<file path="src/sv/lav_pkg.sv">
// Look-at view matrix: shared widths, item type and state enums.
// No dependencies; every other file of the block imports this package.
`default_nettype none
package lav_pkg;

  localparam int FRAC_BITS = 16;              // fraction bits of all Q values
  localparam int PW   = 32;                   // port field width
  localparam int DW   = PW + 1;               // target - position, full precision
  localparam int SW   = 30;                   // scaled magnitude width
  localparam int SQW  = 2 * SW + 2;           // sum of three squares
  localparam int RTW  = SQW + 2;              // square root working width
  localparam int LW   = SW + 1;               // vector length width
  localparam int QB   = FRAC_BITS + 1;        // quotient bits of a unit component
  localparam int UW   = FRAC_BITS + 2;        // signed unit component width
  localparam int NW   = SW + FRAC_BITS + 1;   // dividend width
  localparam int AW   = UW + PW + 2;          // multiply-accumulate width
  localparam int CNTW = $clog2(QB + 1);

  typedef logic [2:0][PW-1:0] lav_pvec_t;
  typedef logic [2:0][DW-1:0] lav_dvec_t;
  typedef logic [2:0][UW-1:0] lav_uvec_t;

  typedef struct packed {
    lav_pvec_t pos;
    lav_dvec_t dir;
    logic      degen;
  } lav_item_t;

  typedef enum logic [2:0] {
    N_IDLE, N_SCALE, N_SQ, N_SQRT, N_DIV, N_DONE
  } lav_nstate_e;

  typedef enum logic [2:0] {
    B_LOAD, B_NORM_D, B_NORM_R, B_CROSS, B_DOT, B_EMIT
  } lav_bstate_e;

endpackage
`default_nettype wire

</file>
<file path="src/sv/lav_queue.sv">
// Two-entry queue between front end and back end.
// Depends on lav_pkg.
`default_nettype none
module lav_queue (
  input  wire logic               clk_i,
  input  wire logic               rst_ni,
  input  wire logic               push_i,
  input  wire lav_pkg::lav_item_t item_i,
  output logic                    full_o,
  input  wire logic               pop_i,
  output logic                    valid_o,
  output lav_pkg::lav_item_t      item_o
);
  import lav_pkg::*;

  lav_item_t  slot_q [2];
  logic       wr_q, rd_q;
  logic [1:0] cnt_q;
  logic       pop;

  assign full_o  = (cnt_q == 2'd2);
  assign valid_o = (cnt_q != 2'd0);
  assign item_o  = slot_q[rd_q];
  // consumer ready only counts when an entry is actually there
  assign pop     = pop_i && valid_o;

  always_ff @(posedge clk_i or negedge rst_ni) begin
    if (!rst_ni) begin
      wr_q  <= 1'b0;
      rd_q  <= 1'b0;
      cnt_q <= 2'd0;
    end else begin
      if (push_i) wr_q <= !wr_q;
      if (pop)    rd_q <= !rd_q;
      if (push_i && !pop)      cnt_q <= cnt_q + 2'd1;
      else if (pop && !push_i) cnt_q <= cnt_q - 2'd1;
    end
  end

  always_ff @(posedge clk_i) begin
    if (push_i) slot_q[wr_q] <= item_i;
  end

endmodule
`default_nettype wire

</file>
<file path="config.mk">
export PLATFORM = sky130hd
export DESIGN_NAME = lav_queue
export DESIGN_NICKNAME = d
export VERILOG_FILES = /design/src/sv/lav_pkg.sv /design/src/sv/lav_queue.sv
export SDC_FILE = /design/constraint.sdc
export NUM_CORES = 1
export LEC_CHECK = 0
export BUFFER_PORTS_ARGS = -buffer_cell sky130_fd_sc_hd__buf_4
export CAP_MARGIN = 0
export CELL_PAD_IN_SITES_DETAIL_PLACEMENT = 1
export CELL_PAD_IN_SITES_GLOBAL_PLACEMENT = 1
export CORE_ASPECT_RATIO = 2
export CORE_UTILIZATION = 40
export CTS_BUF_LIST = sky130_fd_sc_hd__clkbuf_4
export CTS_CLUSTER_DIAMETER = 100
export DETAILED_ROUTE_END_ITERATION = 8
export PLACE_DENSITY_LB_ADDON = 0.1
export SLEW_MARGIN = 20
export SYNTH_ARGS = -nofsm -noshare
export SYNTH_HDL_FRONTEND = slang
export SYNTH_SLANG_ARGS = --single-unit
</file>
<file path="constraint.sdc">
create_clock -name clk_i -period 29.5 [get_ports clk_i]
set_input_delay 2.95 -clock clk_i [delete_from_list [all_inputs] [get_ports clk_i]]
set_output_delay 2.95 -clock clk_i [all_outputs]
set_load 0.01 [all_outputs]
</file>
==> impl_metrics.toml <==
[status]
status = "finished, violations left"
failed_checks = "DRC"

[die]
io_pins = 398
core_area_mm2 = 0.0365
initial_core_util = 0.407
die_y_um = 275
die_x_um = 138
die_area_mm2 = 0.0380
num_rows = 99

[grt]
grt_pass1_vias = 8553
grt_overflow = 0
gr-usage-all-layers = 0.180
grt_pass1_wl_um = 49300
antenna_found_initial = 13
grt_max_degree = 64

[worst_hold_path]
min_path_cells = 1
hp-class = "reg -> reg"
whs_endpoint = "cnt_q[1]"
hp-start = "cnt_q[1]"

[cells_and_area]
syn_to_final_growth_pct = 30.3
drive_gt1_frac = 0.633
nFillCells = 3434
regArea_mm2 = 0.0119
final_cell_mix = "buf_4, edfxtp_1, mux2_4"
final_cell_area_mm2 = 0.0194
multiInputGateArea_mm2 = 0.00279
final_common_cell = "buf_4"
nets = 1300
fin_cells = 1621

[clock_tree]
tritoncts = "done"
ctsHoldBuffers = 0
post_cts_buffers = 0
clkLatencyLatePin_ns = 0.73
cts_buffers = 87
h-tree-depth = 3
post_cts_resized = 0
clkSinkCount = 396
root_buffer = "clkbuf_4"
clockBufferDepth = 3
clk_pin_slew_ns = 0.06

[sta]
period_needed_ns = 6.77
fin_skew_ns = 0.0232
relSlewSlack = 0.314
hold_viol_final = 0
worstMarginPinSlew_ns = 1.03
post-route-period-util = 0.229
max_freq_mhz = 148
setup_viol = 0
tns_ns = 0
rsz0062_at_grt = "false"
finalMaxSlewViolations = 0

[place]
dp.cells = 1464
portBuffers = 397
hpwl_um = 23800
placed_area_mm2 = 0.0183
gp_congestion = 0.732

[yosys]
yosysWarnings = 0
ys_types = 14
synth_area_per_cell_um2 = 23.7
syn-cell-area_mm2 = 0.0149
yosysSeqAreaShare = 0.799
syn_inst = 626
ys_seq_elements = 396
syn_nets = 827

[setup_path]
crit_path_max_fanout = 62
r2r_slack_ns = 26.50
end_kind = "output port"
reg2reg_depth = 3
start_kind = "register"
path_class = "reg -> out"
arrival_ns = 3.82
r2r_start = "wr_q"
crit_required_ns = 26.55
rr_endpoint = "slot_q[0][176]"

[routing]
vias = 7677
drt_iter0_markers = 270
antenna_left = 0
drc = 46
viasPerCell = 4.74
dr.pass1.iters = 6
routedWlPerCell_um = 21.2
totalWireLength_um = 34300

[power_and_ir_drop]
leakage_nw = 7.67
irDropWorstVdd_mv = 0.0450
p_sw_frac = 0.291
combinationalPowerShare = 0.345
p_int_mw = 1.28
p_clk_frac = 0.219
seqPwrFrac = 0.436
powerDensity_mw_per_mm2 = 93.1
p_switching_mw = 0.524

[run]
drv_cap = 0
registers in the layout, indices dropped and copies added, names as in the netlist:
name / cells
cnt_q: 2
rd_q: 1
slot_q: 392
wr_q: 1
worst max-delay path: stages, from the launching register on:
cell     delay (ns)
dfrtp_4        0.85
buf_6          0.70
buf_4          0.90
mux2_2         0.42
buf_4          0.15
synthesized netlist by cell type:
| library cell | instances | area share |
|---|---|---|
| edfxtp_1 | 392 | 0.79 |
| mux2_4 | 130 | 0.13 |
| mux2_2 | 66 | 0.050 |
| buf_6 | 16 | 0.012 |
| buf_2 | 6 | 0.0020 |
| dfrtp_1 | 4 | 0.0067 |
| xor2_1 | 3 | 0.0018 |
| nor2b_1 | 2 | 0.00084 |
| xnor2_1 | 2 | 0.0012 |
| and2_1 | 1 | 0.00042 |
| ha_1 | 1 | 0.00084 |
| nand2_1 | 1 | 0.00025 |
| nor2_1 | 1 | 0.00025 |
| or2_2 | 1 | 0.00042 |
cells by family (layout without fill, tap and decap cells):
family                     Yosys count  in the layout  synth area share
xor gates and xnor gates             5              5           0.00295
adders and majority gates            1              1          0.000842
buffers and inverters               22            551            0.0141
DFF                                396            396             0.799
muxes                              196            196             0.181
other                                0             12                 0
and+or+nand+nor                      6              6           0.00219
layout make-up:
cell class                 instances  area share
antenna                           12     0.00155
clock buffer                     122      0.0473
clock inverter                    23     0.00581
multi-input combinational        208       0.144
sequential                       396       0.613
tap                              454      0.0293
timing repair buffer             406       0.159
power by group through the flow:
stage,clock network (mW),registers [mW],logic (mW)
floorplan,0,0.807,0.382
finish,0.394,0.786,0.622
CTS,0.414,0.789,0.637
global route,0.436,0.797,0.659
global placement,0,0.795,0.631
detailed placement,0,0.801,0.636
per-stage QoR:
step	setup WS, ns	hold WS (ns)	utilization	total power [mW]
after global placement	23.06	0.473	0.500	1.43
after global routing	22.37	0.548	0.530	1.89
after CTS	22.20	0.501	0.529	1.84
after floorplan	17.32	0.447	-	1.19
after detailed placement	23.05	0.483	0.501	1.44
final	22.73	0.498	0.530	1.80
per-layer routing:
metal,track usage,part of all wire,vias to the layer above
met3,0.0663,0.081,87
met1,0.157,0.30,3764
met4,0.123,0.049,2
li1,-,-,3496
met2,0.337,0.57,328
met5,0,0.00035,-
how the worst max path moves through the flow:
stage,startpoint,to,slack [ns]
global route,rd_q,item_o[22],22.37
CTS,rd_q,item_o[24],22.20
floorplan,push_i,slot_q[0][0],17.32
detailed placement,rd_q,item_o[24],23.05
global placement,rd_q,item_o[46],23.06
finish,rd_q,item_o[24],22.73
Power figures use the tool's default switching activity.
