[src/sv/lav_pkg.sv]
// Look-at view matrix: shared widths, item type and state enums.
// No dependencies; every other file of the block imports this package.
`default_nettype none
package lav_pkg;

  localparam int FRAC_BITS = 16;              // fraction bits of all Q values
  localparam int PW   = 32;                   // port field width
  localparam int DW   = PW + 1;               // target - position, full precision
  localparam int SW   = 30;                   // scaled magnitude width
  localparam int SQW  = 2 * SW + 2;           // sum of three squares
  localparam int RTW  = SQW + 2;              // square root working width
  localparam int LW   = SW + 1;               // vector length width
  localparam int QB   = FRAC_BITS + 1;        // quotient bits of a unit component
  localparam int UW   = FRAC_BITS + 2;        // signed unit component width
  localparam int NW   = SW + FRAC_BITS + 1;   // dividend width
  localparam int AW   = UW + PW + 2;          // multiply-accumulate width
  localparam int CNTW = $clog2(QB + 1);

  typedef logic [2:0][PW-1:0] lav_pvec_t;
  typedef logic [2:0][DW-1:0] lav_dvec_t;
  typedef logic [2:0][UW-1:0] lav_uvec_t;

  typedef struct packed {
    lav_pvec_t pos;
    lav_dvec_t dir;
    logic      degen;
  } lav_item_t;

  typedef enum logic [2:0] {
    N_IDLE, N_SCALE, N_SQ, N_SQRT, N_DIV, N_DONE
  } lav_nstate_e;

  typedef enum logic [2:0] {
    B_LOAD, B_NORM_D, B_NORM_R, B_CROSS, B_DOT, B_EMIT
  } lav_bstate_e;

endpackage
`default_nettype wire

[src/sv/lav_front.sv]
// Front end: takes a request, forms the direction and flags the degenerate case.
// Depends on lav_pkg.
`default_nettype none
module lav_front (
  input  wire logic                 in_valid_i,
  output logic                      in_ready_o,
  input  wire logic [lav_pkg::PW-1:0] pos_x_i,
  input  wire logic [lav_pkg::PW-1:0] pos_y_i,
  input  wire logic [lav_pkg::PW-1:0] pos_z_i,
  input  wire logic [lav_pkg::PW-1:0] tgt_x_i,
  input  wire logic [lav_pkg::PW-1:0] tgt_y_i,
  input  wire logic [lav_pkg::PW-1:0] tgt_z_i,
  input  wire logic                 full_i,
  output logic                      push_o,
  output lav_pkg::lav_item_t        item_o
);
  import lav_pkg::*;

  logic signed [DW-1:0] dx, dy, dz;

  assign dx = DW'($signed(tgt_x_i)) - DW'($signed(pos_x_i));
  assign dy = DW'($signed(tgt_y_i)) - DW'($signed(pos_y_i));
  assign dz = DW'($signed(tgt_z_i)) - DW'($signed(pos_z_i));

  assign in_ready_o = !full_i;
  assign push_o     = in_valid_i && !full_i;

  always_comb begin
    item_o.pos   = {pos_z_i, pos_y_i, pos_x_i};
    item_o.dir   = {dz, dy, dx};
    // no horizontal component: zero length or straight up/down
    item_o.degen = (dx == '0) && (dz == '0);
  end

endmodule
`default_nettype wire

[config.mk]
export PLATFORM = sky130hd
export DESIGN_NAME = lav_front
export DESIGN_NICKNAME = d
export VERILOG_FILES = /design/src/sv/lav_pkg.sv /design/src/sv/lav_front.sv
export SDC_FILE = /design/constraint.sdc
export NUM_CORES = 1
export LEC_CHECK = 0
export BUFFER_PORTS_ARGS = -buffer_cell sky130_fd_sc_hd__buf_4
export CAP_MARGIN = 20
export CORE_AREA = 2 2 153 155
export DETAILED_ROUTE_END_ITERATION = 8
export DIE_AREA = 0 0 155 157
export SKIP_LAST_GASP = 1
export SYNTH_ARGS = -nofsm -noshare
export SYNTH_HDL_FRONTEND = slang
export SYNTH_SLANG_ARGS = --single-unit
export TNS_END_PERCENT = 50
[constraint.sdc]
create_clock -name vclk -period 4.1
set_clock_uncertainty 0.2 [all_clocks]
set_input_delay 0.615 -clock vclk [all_inputs]
set_output_delay 0.615 -clock vclk [all_outputs]
set_load 0.03 [all_outputs]
==> results of run 1 <==
==> metal layers <==
metal / global-route usage, % / share of wire (%) / wire length (um)
met1: 26.6 / 44 / 11900
met2: 35.7 / 49 / 13300
met3: 1.40 / 4.1 / 1110
met4: 4.01 / 2.2 / 601
met5: 0 / 0 / 0
==> cell usage in the layout (no fill, tap or decap), types with 4 or more instances in the layout <==
cell	instances
a211oi_1	9
a21o_1	18
a21oi_1	61
a21oi_2	11
a31oi_1	7
a31oi_4	5
and3_1	10
buf_4	664
buf_6	16
ha_1	82
ha_4	11
inv_1	121
inv_2	6
nand2_1	42
nand2b_1	11
nand3_1	16
nand3b_1	4
nand4_1	10
nor2_1	63
nor2b_1	11
nor3_1	27
nor4_1	4
o211ai_1	7
o21a_1	16
o21ai_0	48
o21ai_1	9
o21ai_2	9
o21bai_1	6
o41ai_1	4
or3_1	9
xnor2_1	44
xor2_1	28
==> report_power, final <==
part           internal (W)  switching [W]  leakage, nW
logic               0.00125        0.00146         6.16
registers                 0              0            0
clock network             0              0            0
==> kinds of logic (layout without fill, tap and decap cells) <==
kind of cell | count (synthesis) | after routing | share of synthesized area (%)
buffers and inverters | 240 | 812 | 20.3
adder cells (fa/ha/maj) | 99 | 99 | 20.2
multiplexers | 1 | 1 | 0.180
AND/OR/NAND/NOR | 246 | 246 | 20.5
XOR/XNOR | 78 | 78 | 10.9
AO/OA/AOI/OAI | 265 | 265 | 27.8
==> final timing paths <==
check	startpoint	endpoint	slack, ns	depth (start not counted)
worst max-delay path	pos_x_i[0]	item_o[0]	-0.89	18
worst min-delay path	pos_z_i[10]	item_o[174]	1.26	2
==> layout make-up <==
class,count,area share [%]
multi-input cells,689,48.2
repair buffers,682,44.5
inverters,130,4.25
well taps,285,3.06
==> per-stage QoR <==
step | util, % | cells | setup TNS, ns | setup WS, ns
floorplan | - | 929 | -0.795 | -0.636
global placement | 48.1 | 1760 | -4.03 | -1.15
detailed placement | 48.1 | 1760 | -4.05 | -1.09
CTS | 50.2 | 1781 | -2.35 | -0.890
global route | 51.8 | 1786 | -3.67 | -1.11
finish | 51.8 | 1786 | -1.94 | -0.893
==> Yosys cell counts (3+ instances only) <==
cell,n
a2111oi_0,4
a211oi_1,12
a21boi_0,3
a21o_1,18
a21oi_1,75
a31oi_1,13
and2_1,4
and3_1,11
buf_4,97
clkbuf_1,9
fa_1,3
ha_1,96
inv_1,130
nand2_1,44
nand2b_1,13
nand3_1,17
nand3b_1,4
nand4_1,10
nor2_1,66
nor2b_1,12
nor3_1,28
nor4_1,5
nor4b_1,3
o2111ai_1,4
o211ai_1,7
o21a_1,16
o21ai_0,60
o21ai_1,4
o21bai_1,8
o22ai_1,3
o41ai_1,4
or3_1,9
or4_1,3
xnor2_1,46
xor2_1,32
==> critical path, stage by stage <==
cell	delay, ns
buf_4	0.13
ha_4	0.16
fa_2	0.36
nand2b_4	0.16
buf_4	0.13
a21oi_1	0.21
nor3_1	0.12
buf_4	0.14
o41ai_1	0.28
a21oi_1	0.14
xnor2_1	0.19
a21oi_2	0.20
and4bb_1	0.25
nand4b_1	0.15
nor4_2	0.23
nand4_1	0.24
nor4b_4	0.28
buf_6	0.17
==> repair_timing <==
item | in CTS | in global routing
buffers inserted | 23 | 6
gates resized for setup | 71 | 68
pin swaps | 40 | 43
setup endpoints to repair | 22 | 29
==> metrics.yaml, run 1 <==
run_status:
  status: "complete, but fails checks"
  violations: "setup timing"
synthesis:
  synth_area_um2: 6240
  synth_top_area_cell: "ha_1"
  syn_nets: 1222
  avgSynthCellArea_um2: 6.72
  synth.distinct_cells: 76
  netlist_top_cells_area: "ha_1 19%, buf_4 12%, inv_1 7.8%, xnor2_1 6.5%, a21oi_1 6.0%"
  yosys.area.top_type_share_pct: 19.2
  synth_cells: 929
  yosys_warnings: 0
  seq_area_frac_synth_pct: 0
setup_path:
  cp_max_fo: 2
  startpoint_type: "primary input"
  arrival_ns: 4.18
  path_class: "primary input to output pin"
  end_kind: "output pin"
  cp.required_ns: 3.28
floorplan:
  fp.dieW_um: 155
  dieArea_um2: 24300
  io_pins: 392
  rows: 55
  die_y_um: 157
  initial_core_util_pct: 27.8
  core_um2: 22500
sta:
  holdWs_ns: 1.26
  period_needed_ns: 4.99
  report.final.slew_viol_count: 0
  tightest_slew_ns: 0.456
  timing.final.ws_setup_ns: -0.893
  finalCritPeriodShare_pct: 122
  hold_viol: 0
  final-setup-viol-count: 10
  relSlewSlack_pct: 69.3
  rsz0062_at_grt: "yes"
  fmax_ghz: 0.200
final_layout:
  fin_area_um2: 11700
  nClkBuffers: 0
  fin_nets: 1796
  seq_area_um2: 0
  multi_input_area_um2: 5620
  diodes: 0
  nFlopsAndLatches: 0
  syn2layout_area_growth_pct: 86.8
  layout-drive-gt1-share_pct: 53.0
  n_fill_cell: 2194
routing:
  vias: 8486
  drt_iter0_drc: 310
  dr.pass1.iters: 5
  antenna_left: 0
  via_per_inst: 4.75
  drc: 0
  wl_um: 26900
  wl_per_cell_um: 15.1
global_routing:
  grt_pass1_wl_um: 40400
  grt_max_degree: 9
  first_global_vias: 8164
  grt_antenna_before_repair: 0
  grt_use_total_pct: 20.0
  grt_overflow_total: 0
pwr:
  ir_worst_vdd_mv: 0.140
  leakagePower_nw: 6.16
  p_per_area_nw_per_um2: 233
  p_total_w: 0.00272
placement:
  hpwl_um: 23300
  placement.cell_area_um2: 10800
  portBuffers: 392
  gp_congestion: 0.941
worst_hold_path:
  hold_class: "primary input to output pin"
clocking:
  hold_buffers: 0
flow_run:
  maxCapViolCount: 0
Power figures use the tool's default switching activity.
==> inputs of run 2 (changes only) <==
- clock period: 4.1 -> 4.7 ns (I/O delays scaled with it)
==> run 2 against run 1 <==
Against the previous run: the run still ends with setup timing left; total power fell by 20%; die area is the same; via count decreased by 5.6%; combinational power down 21%; non-clock buffer count fell by 81; sequential share of layout area unchanged; first-iteration DRC count down 16%; global-route usage is 1.3 points lower; worst hold slack improved by 0.18 ns.
==> metrics.yaml, run 2 (synthesis results as in run 1) <==
run_status:
  status: "complete, but fails checks"
  violations: "setup timing"
setup_path:
  cp_cell_sequence: "buf_4, ha_4, fa_2, nand2b_4, a21oi_1, o41ai_1, buf_4, o21ai_2, a41oi_2, o21ai_2, xor2_4, or4_1, or3_1, nor4b_2, nand4_1, nor4b_4, buf_6"
  cp_max_fo: 3  # +1
  cp.required_ns: 3.80  # +0.52 ns
  startpoint: "pos_x_i[0]"
  path_class: "primary input to output pin"
  startpoint_type: "primary input"
  end_kind: "output pin"
  cpMaxStageDelayCell: "or4_1"
  arrival_ns: 4.30  # +0.12 ns
  cpPeakStageDelay_ns: 0.49  # +0.13 ns
pwr:
  ir_worst_vdd_mv: 0.117  # -17%
  p_total_w: 0.00216  # -20%
  p_per_area_nw_per_um2: 205  # -12%
  leakagePower_nw: 5.70  # -7.6%
sta:
  fmax_ghz: 0.192
  timing.final.ws_setup_ns: -0.501  # +0.391 ns
  period_needed_ns: 5.20
  hold_viol: 0  # unchanged
  final-setup-viol-count: 4  # -6
  finalCritPeriodShare_pct: 111
  relSlewSlack_pct: 60.4  # -8.9 points
  rsz0062_at_grt: "yes"
  report.final.slew_viol_count: 0  # unchanged
  tightest_slew_ns: 0.579  # +0.123 ns
  setup-tns-final_ns: -0.635  # +1.30 ns
floorplan:
  rows: 55  # unchanged
  io_pins: 392  # unchanged
  die_y_um: 157  # unchanged
  fp.dieW_um: 155  # unchanged
  core_um2: 22500  # unchanged
  dieArea_um2: 24300  # unchanged
  initial_core_util_pct: 27.8  # unchanged
final_layout:
  fin_nets: 1715  # -4.5%
  most-common-layout-cells: "594 x buf_4, 128 x inv_1, 91 x ha_1, 72 x a21oi_1, 66 x nor2_1"
  nFlopsAndLatches: 0  # unchanged
  post-route-util_pct: 46.9  # -4.9 points
  nClkBuffers: 0  # unchanged
  syn2layout_area_growth_pct: 69.0
  n_fill_cell: 2317  # +5.6%
  final_common_cell: "buf_4"
  seq_area_um2: 0  # unchanged
  multi_input_area_um2: 5170  # -8.0%
  diodes: 0  # unchanged
  final_cells: 1705  # -4.5%
  layout-drive-gt1-share_pct: 45.4  # -7.7 points
placement:
  portBuffers: 392  # unchanged
  hpwl_um: 22600  # -3.0%
  gp_congestion: 0.892  # -5.2%
  dp_cells: 1703  # -3.2%
  dpl_worst_slack_ns: -0.637  # +0.455 ns
global_routing:
  grt_max_degree: 9  # unchanged
  first_global_vias: 7626  # -6.6%
  grt_antenna_before_repair: 0  # unchanged
  grt_use_total_pct: 18.7  # -1.3 points
  grt_overflow_total: 0  # unchanged
  grt_pass1_wl_um: 37700  # -6.8%
routing:
  drt_iter0_drc: 259  # -16%
  vias: 8007  # -5.6%
  antenna_left: 0  # unchanged
  via_per_inst: 4.70  # -1.2%
  wl_per_cell_um: 14.6  # -3.2%
  drc: 0  # unchanged
  wl_um: 24900  # -7.5%
  dr.pass1.iters: 4  # -1
worst_hold_path:
  min_to: "item_o[161]"
  hold_class: "primary input to output pin"
  whs_path_depth: 2  # unchanged
  hp-start: "pos_y_i[29]"
flow_run:
  maxCapViolCount: 0  # unchanged
-- run 2: changes by cell type in the layout (fill, tap and decap cells not counted), moves of 7 or more --
cell	before	now
buf_4	664	594
a21oi_2	11	3
buf_6	16	6
a21oi_1	61	72
inv_1	121	128
ha_1	82	91
o21ai_0	48	59
-- run 2: critical path, delay by kind of cell --
kind                       cells  cell delay (ns)
adders and majority gates      2             0.52
buffers and inverters          3             0.45
AOI/OAI and AO/OA              5             0.79
and+or+nand+nor                6             1.73
xor gates and xnor gates       1             0.09
-- run 2: layout make-up --
class | count | area share (%)
Timing Repair Buffer | 601 | 43.0
Inverter | 130 | 4.65
Tap cell | 285 | 3.38
Multi-Input combinational cell | 689 | 48.9
-- run 2: metal layers --
layer,wire (um),share of wire [%],track usage (%),vias to the layer above
li1,-,-,-,4170
met1,11500,46,25.5,3610
met2,12000,48,33.4,209
met3,1040,4.2,1.05,18
met4,318,1.3,1.94,0
met5,0,0,0,-
-- run 2: stage by stage --
stage          instance area [um^2]  hold WS, ns
6_report                      10600         1.44
5_1_grt                       10600         1.44
4_1_cts                       10400         1.44
3_5_place_dp                  10400         1.44
3_3_place_gp                  10400         1.44
2_1_floorplan                  6300         1.32
-- run 2: where the power goes --
part / switching [W] / leakage [nW] / internal [W]
Clock: 0 / 0 / 0
Combinational: 0.00120 / 5.70 / 0.000966
Sequential: 0 / 0 / 0
-- run 2: repair_timing --
action | in CTS | in global routing
gates resized for setup | 4 | 25
endpoints found under the setup margin | 3 | 7
pin swaps | 2 | 7
hold buffers | 0 | 0
buffers inserted | 0 | 3
-- run 2: how the worst max path moves through the flow --
stage	slack, ns	endpoint	cells past startpoint
after CTS	-0.55	item_o[0]	17
after global routing	-0.73	item_o[0]	15
after floorplan	-0.22	item_o[0]	15
final	-0.50	item_o[0]	17
after global placement	-0.59	item_o[0]	17
after detailed placement	-0.64	item_o[0]	17
