===== config.mk =====
export PLATFORM = sky130hd
export DESIGN_NAME = lav_norm
export DESIGN_NICKNAME = d
export VERILOG_FILES = /design/src/sv/lav_pkg.sv /design/src/sv/lav_norm.sv
export SDC_FILE = /design/constraint.sdc
export NUM_CORES = 2
export LEC_CHECK = 0
export ABC_AREA = 0
export BUFFER_PORTS_ARGS = -buffer_cell sky130_fd_sc_hd__buf_2
export CORE_ASPECT_RATIO = 0.8
export CORE_MARGIN = 4
export CORE_UTILIZATION = 40
export CTS_BUF_LIST = sky130_fd_sc_hd__clkbuf_16
export DETAILED_ROUTE_END_ITERATION = 10
export SYNTH_ARGS = -nofsm -noshare
export SYNTH_HDL_FRONTEND = slang
export SYNTH_SLANG_ARGS = --single-unit

===== constraint.sdc =====
create_clock -name clk_i -period 11.4 [get_ports clk_i]
set_clock_uncertainty 0.15 [all_clocks]
set_input_delay 0.57 -clock clk_i [delete_from_list [all_inputs] [get_ports clk_i]]
set_output_delay 0.57 -clock clk_i [all_outputs]
set_load 0.05 [all_outputs]

===== src/sv/lav_pkg.sv =====
// Look-at view matrix: shared widths, item type and state enums.
// No dependencies; every other file of the block imports this package.
`default_nettype none
package lav_pkg;

  localparam int FRAC_BITS = 16;              // fraction bits of all Q values
  localparam int PW   = 32;                   // port field width
  localparam int DW   = PW + 1;               // target - position, full precision
  localparam int SW   = 30;                   // scaled magnitude width
  localparam int SQW  = 2 * SW + 2;           // sum of three squares
  localparam int RTW  = SQW + 2;              // square root working width
  localparam int LW   = SW + 1;               // vector length width
  localparam int QB   = FRAC_BITS + 1;        // quotient bits of a unit component
  localparam int UW   = FRAC_BITS + 2;        // signed unit component width
  localparam int NW   = SW + FRAC_BITS + 1;   // dividend width
  localparam int AW   = UW + PW + 2;          // multiply-accumulate width
  localparam int CNTW = $clog2(QB + 1);

  typedef logic [2:0][PW-1:0] lav_pvec_t;
  typedef logic [2:0][DW-1:0] lav_dvec_t;
  typedef logic [2:0][UW-1:0] lav_uvec_t;

  typedef struct packed {
    lav_pvec_t pos;
    lav_dvec_t dir;
    logic      degen;
  } lav_item_t;

  typedef enum logic [2:0] {
    N_IDLE, N_SCALE, N_SQ, N_SQRT, N_DIV, N_DONE
  } lav_nstate_e;

  typedef enum logic [2:0] {
    B_LOAD, B_NORM_D, B_NORM_R, B_CROSS, B_DOT, B_EMIT
  } lav_bstate_e;

endpackage
`default_nettype wire


===== src/sv/lav_norm.sv =====
// Vector normalizer: scale, sum of squares, bitwise square root, then one
// restoring divide per component. Depends on lav_pkg.
`default_nettype none
module lav_norm (
  input  wire logic               clk_i,
  input  wire logic               rst_ni,
  input  wire logic               start_i,
  input  wire lav_pkg::lav_dvec_t vec_i,
  output logic                    done_o,
  output lav_pkg::lav_uvec_t      unit_o
);
  import lav_pkg::*;

  lav_nstate_e state_q, state_d;

  lav_pvec_t       mag_q, mag_d;
  logic [2:0]      neg_q, neg_d;
  logic [SQW-1:0]  sum_q, sum_d;
  logic [RTW-1:0]  res_q, res_d, bit_q, bit_d;
  logic [1:0]      idx_q, idx_d;
  logic [CNTW-1:0] cnt_q, cnt_d;
  logic [LW-1:0]   rem_q, rem_d;
  logic [QB-1:0]   lo_q, lo_d, quo_q, quo_d;
  lav_uvec_t       unit_q, unit_d;

  lav_dvec_t        absv;
  logic [PW-1:0]    mx;
  logic [2*SW-1:0]  sq;
  logic [RTW-1:0]   trial;
  logic             take;
  logic [LW-1:0]    len;
  logic [NW-1:0]    num;
  logic [LW:0]      rem2;
  logic             ge;
  logic [LW-1:0]    rnext;
  logic [QB-1:0]    qn;

  always_comb begin
    for (int i = 0; i < 3; i++) begin
      absv[i] = vec_i[i][DW-1] ? DW'(-$signed(vec_i[i])) : vec_i[i];
    end
    mx = mag_q[0];
    if (mag_q[1] > mx) mx = mag_q[1];
    if (mag_q[2] > mx) mx = mag_q[2];
  end

  assign sq    = mag_q[idx_q][SW-1:0] * mag_q[idx_q][SW-1:0];
  assign trial = res_q + bit_q;
  assign take  = {2'b00, sum_q} >= trial;
  assign len   = res_q[LW-1:0];
  assign num   = NW'({mag_q[idx_q][SW-1:0], {FRAC_BITS{1'b0}}}) + NW'(len[LW-1:1]);
  assign rem2  = {rem_q, lo_q[QB-1]};
  assign ge    = rem2 >= {1'b0, len};
  assign rnext = ge ? LW'(rem2 - {1'b0, len}) : rem2[LW-1:0];
  assign qn    = {quo_q[QB-2:0], ge};

  // next state
  always_comb begin
    state_d = state_q;
    unique case (state_q)
      N_IDLE:  if (start_i) state_d = N_SCALE;
      N_SCALE: begin
        if (mx == '0) state_d = N_DONE;
        else if (mx[PW-1:SW] == '0 && mx[SW-1]) state_d = N_SQ;
      end
      N_SQ:    if (idx_q == 2'd2) state_d = N_SQRT;
      N_SQRT:  if (bit_q[0]) state_d = N_DIV;
      N_DIV:   if (cnt_q == CNTW'(QB) && idx_q == 2'd2) state_d = N_DONE;
      N_DONE:  state_d = N_IDLE;
      default: state_d = N_IDLE;
    endcase
  end

  // datapath
  always_comb begin
    mag_d  = mag_q;
    neg_d  = neg_q;
    sum_d  = sum_q;
    res_d  = res_q;
    bit_d  = bit_q;
    idx_d  = idx_q;
    cnt_d  = cnt_q;
    rem_d  = rem_q;
    lo_d   = lo_q;
    quo_d  = quo_q;
    unit_d = unit_q;
    unique case (state_q)
      N_IDLE: begin
        if (start_i) begin
          for (int i = 0; i < 3; i++) begin
            mag_d[i] = absv[i][PW-1:0];
            neg_d[i] = vec_i[i][DW-1];
          end
          unit_d = '0;
        end
      end
      N_SCALE: begin
        // one bit a cycle until the largest magnitude is in [2^29, 2^30)
        if (mx == '0) begin
          unit_d = '0;
        end else if (mx[PW-1:SW] != '0) begin
          for (int i = 0; i < 3; i++) mag_d[i] = mag_q[i] >> 1;
        end else if (!mx[SW-1]) begin
          for (int i = 0; i < 3; i++) mag_d[i] = mag_q[i] << 1;
        end else begin
          idx_d = 2'd0;
          sum_d = '0;
        end
      end
      N_SQ: begin
        sum_d = sum_q + SQW'(sq);
        idx_d = idx_q + 2'd1;
        if (idx_q == 2'd2) begin
          idx_d = 2'd0;
          res_d = '0;
          bit_d = RTW'(1) << SQW;
          cnt_d = '0;
        end
      end
      N_SQRT: begin
        if (take) begin
          sum_d = sum_q - trial[SQW-1:0];
          res_d = (res_q >> 1) + bit_q;
        end else begin
          res_d = res_q >> 1;
        end
        bit_d = bit_q >> 2;
      end
      N_DIV: begin
        if (cnt_q == '0) begin
          rem_d = LW'(num[NW-1:QB]);
          lo_d  = num[QB-1:0];
          quo_d = '0;
          cnt_d = CNTW'(1);
        end else begin
          rem_d = rnext;
          lo_d  = lo_q << 1;
          quo_d = qn;
          if (cnt_q == CNTW'(QB)) begin
            unit_d[idx_q] = neg_q[idx_q] ? UW'(-$signed({1'b0, qn})) : UW'(qn);
            cnt_d = '0;
            idx_d = idx_q + 2'd1;
          end else begin
            cnt_d = cnt_q + CNTW'(1);
          end
        end
      end
      N_DONE: ;
      default: ;
    endcase
  end

  assign done_o = (state_q == N_DONE);
  assign unit_o = unit_q;

  always_ff @(posedge clk_i or negedge rst_ni) begin
    if (!rst_ni) begin
      state_q <= N_IDLE;
    end else begin
      state_q <= state_d;
    end
  end

  always_ff @(posedge clk_i) begin
    mag_q  <= mag_d;
    neg_q  <= neg_d;
    sum_q  <= sum_d;
    res_q  <= res_d;
    bit_q  <= bit_d;
    idx_q  <= idx_d;
    cnt_q  <= cnt_d;
    rem_q  <= rem_d;
    lo_q   <= lo_d;
    quo_q  <= quo_d;
    unit_q <= unit_d;
  end

endmodule
`default_nettype wire


==> flow_metrics.tcl <==
set metrics [dict create \
    critical_path.max_stage_delay_ps 700 \
    async_flop_share_pct 0.779 \
    crit_path_frequent_cell "sky130_fd_sc_hd__fa_1" \
    fraction_of_the_cycle_the_final_worst_path_needs_pct 95.7 \
    synth.yosys.seq_area_share_pct 19.4 \
    insertedDiodeCount 0 \
    pwr_density_cell_mw_per_mm2 50.6 \
    finalMaxSlewViolations 0 \
    p_leak_uw 0.0305 \
    preCtsSetupSlack_ps 654 \
    routed_wirelength_um 190000 \
    die_w_um 439 \
    antenna_left 0 \
    power.ir.vdd_worst_mv 0.0763 \
    core_area_mm2 0.148 \
    crit_path_max_fanout 25 \
    max_clock_freq_mhz 91.6 \
    grt.overflow.total 0 \
    insertion_delay_ps 700 \
    total_die_area_mm2 0.155 \
    synthDistinctLibCells 99 \
    layout.cells.most_common_list "sky130_fd_sc_hd__inv_1 (1,197), sky130_fd_sc_hd__fa_1 (759), sky130_fd_sc_hd__nor2_1 (705)" \
    first_global_vias 48900 \
    cts_buffers 47 \
    postSynthNetCount 8111 \
    setup_slack_ps 487 \
    io_pins 157 \
    drv_cap 0 \
    drt-wirelength-per-cell_um 21.5 \
    routed_via_density 5.55 \
    yosys_register_bits 385 \
    post_route_cells_drive_above_1_share_pct 6.70 \
    cts_max_level 2 \
    slew-limit-headroom_pct 24.7 \
    setup_total_negative_slack_ps 0 \
    synthesized_area_mm2 0.0594 \
    final_common_cell "sky130_fd_sc_hd__inv_1" \
    route.detailed.drc 0 \
    cp.required_ps 11630 \
    total_instance_count_after_detailed_placement 8727 \
    drt_iter0_drc 4751 \
    critPathArrivalTime_ps 11140 \
    rr_worst_depth 33 \
    grt_usage_pct 24.3 \
    ys_warn_count 0 \
    largest_net_degree_at_the_start_of_global_routing 104 \
    hold_violations 0 \
    critical_path.startpoint_type "register" \
    instances_no_fill 8815 \
    synth.avg_cell_area_um2 8.80 \
    layout-area-overhead-vs-synth_pct 8.04 \
    placementRows 126 \
    hold-worst-slack_ps 145 \
    initial_core_util_pct 40.3 \
    setup_viol 0 \
    post-dp-hpwl_um 152000 \
    detailroute.via_count 48900 \
    hold-path-cell-count 3 \
    cts_root_buffer "sky130_fd_sc_hd__clkbuf_16" \
    nNetsFinal 8153 \
    max_buffers_root_to_sink 3 \
    synthFlopType "sky130_fd_sc_hd__edfxtp_1" \
    setup.worst_path.end_class "register" \
    num-fill-cells 14800 \
    grt_antenna_before_repair 5 \
    synth_edf_count 382 \
    tritoncts_num_sinks 385 \
    critPathKind "reg2reg" \
    final_core_utilization_pct 43.5 \
    clkTransAtPathRegs_ps 60 \
    final_weighted_congestion_of_routability_driven_global_placement 0.942 \
    run_status "finished clean" \
    die_height_um 353 \
    grt_setup_unrepaired "false" \
    timing_worst_slew_pin_value_ps 1120 \
    cts_tree "yes" \
    period_needed_ps 10910 \
    placement.io_buffers 156 \
    slowest_stage "sky130_fd_sc_hd__o21ai_0" \
    min-delay-path-class "in2reg" \
    synth_cells 6752 \
    first_pass_iters 6 \
    grt_pass1_wl_um 293000 \
]
-- per-layer routing --
| layer | part of all wire, % | vias up | GRT usage (%) |
|---|---|---|---|
| met1 | 45 | 24400 | 35.3 |
| li1 | - | 22500 | - |
| met3 | 8.8 | 258 | 5.05 |
| met2 | 43 | 1795 | 36.9 |
| met5 | 0 | - | 0 |
| met4 | 2.8 | 0 | 6.40 |
-- critical path, delay by kind of cell (launching register included) --
kind | cells | cell delay [ps]
fa+ha+maj | 9 | 4660
compound gates | 9 | 2280
buf+inv | 10 | 1690
simple gates | 4 | 950
xor+xnor | 1 | 170
flops | 1 | 670
-- through the flow --
stage               total power (µW)  instance area (µm²)
floorplan                       1650                59400
global placement                1700                62600
global route                    3360                64200
detailed placement              1700                62600
finish                          3250                64200
CTS                             3290                64200
-- report_power, final --
| part | switching, µW | internal, µW |
|---|---|---|
| registers | 0 | 1540 |
| clock network | 707 | 874 |
| logic | 70.6 | 55.8 |
| total | 777 | 2470 |
-- flip-flops by register name, summed over array words and instances (netlist names) --
name / flops
sum_q: 62
neg_q: 3
bit_q: 32
rem_q: 31
state_q: 3
quo_q: 16
idx_q: 2
lo_q: 17
cnt_q: 5
unit_o: 54
res_q: 64
mag_q: 96
-- kinds of logic (layout without fill, tap and decap cells) --
| group | count (synthesis) | count (layout) | share of synthesized area [%] |
|---|---|---|---|
| fa+ha+maj | 1257 | 1257 | 36.1 |
| mux | 79 | 79 | 1.38 |
| simple gates | 1897 | 1897 | 14.2 |
| flops | 385 | 385 | 19.4 |
| xor+xnor | 380 | 380 | 5.61 |
| buf+inv | 1473 | 1552 | 9.40 |
| compound gates | 1281 | 1281 | 13.9 |
-- path summary, 6_finish.rpt --
| path | from | to | slack [ps] |
|---|---|---|---|
| max | idx_q[1]$_DFFE_PP_ | sum_q[60]$_DFFE_PP_ | 490 |
| min reg2reg | lo_q[5]$_DFFE_PP_ | lo_q[6]$_DFFE_PP_ | 400 |
| max reg2reg | idx_q[1]$_DFFE_PP_ | sum_q[60]$_DFFE_PP_ | 490 |
| min in group asynchronous | rst_ni | state_q[0]$_DFFE_PN0P_ | 160 |
| max in group asynchronous | rst_ni | state_q[0]$_DFFE_PN0P_ | 10720 |
| min | vec_i[31] | mag_q[31]$_DFFE_PP_ | 150 |
-- final cells by class --
type,instances,area [µm²],area share (%)
Clock buffer,47,1180,1.83
Clock inverter,39,390,0.608
Inverter,1201,4510,7.02
Multi-Input combinational cell,4894,42500,66.2
Sequential cell,385,11500,18.0
Tap cell,1984,2480,3.87
Timing Repair Buffer,265,1610,2.51
-- cell usage after synthesis (21+ instances only) --
cell,n,area (µm²)
sky130_fd_sc_hd__or4_1,22,165
sky130_fd_sc_hd__nand2b_1,33,206
sky130_fd_sc_hd__or3_1,50,313
sky130_fd_sc_hd__clkbuf_1,215,807
sky130_fd_sc_hd__nor2_1,709,2660
sky130_fd_sc_hd__o211ai_1,21,158
sky130_fd_sc_hd__a31oi_1,152,951
sky130_fd_sc_hd__a211oi_1,129,968
sky130_fd_sc_hd__mux2_2,23,259
sky130_fd_sc_hd__and3_1,64,400
sky130_fd_sc_hd__a21o_1,131,983
sky130_fd_sc_hd__a21oi_1,364,1820
sky130_fd_sc_hd__xor2_1,135,1180
sky130_fd_sc_hd__o21bai_1,44,330
sky130_fd_sc_hd__o31ai_1,38,285
sky130_fd_sc_hd__nor3_1,61,305
sky130_fd_sc_hd__inv_1,1191,4470
sky130_fd_sc_hd__fa_1,759,15200
sky130_fd_sc_hd__nor2b_1,42,263
sky130_fd_sc_hd__nand2_1,657,2470
sky130_fd_sc_hd__nand4_1,80,500
sky130_fd_sc_hd__ha_1,498,6230
sky130_fd_sc_hd__o21ai_0,206,1030
sky130_fd_sc_hd__mux2i_1,56,561
sky130_fd_sc_hd__buf_1,28,105
sky130_fd_sc_hd__buf_2,24,120
sky130_fd_sc_hd__o21a_1,23,173
sky130_fd_sc_hd__nand3_1,64,320
sky130_fd_sc_hd__edfxtp_1,382,11500
sky130_fd_sc_hd__nor4_1,40,250
sky130_fd_sc_hd__xnor2_1,244,2140
-- timing repair --
action,4_1_cts,5_1_grt
hold buffers,1,0
buffers inserted,0,0
gates resized for setup,0,1
endpoints found under the setup margin,0,4
endpoints found under the hold margin,3,0
No activity file was read; power rests on OpenSTA's default activity.
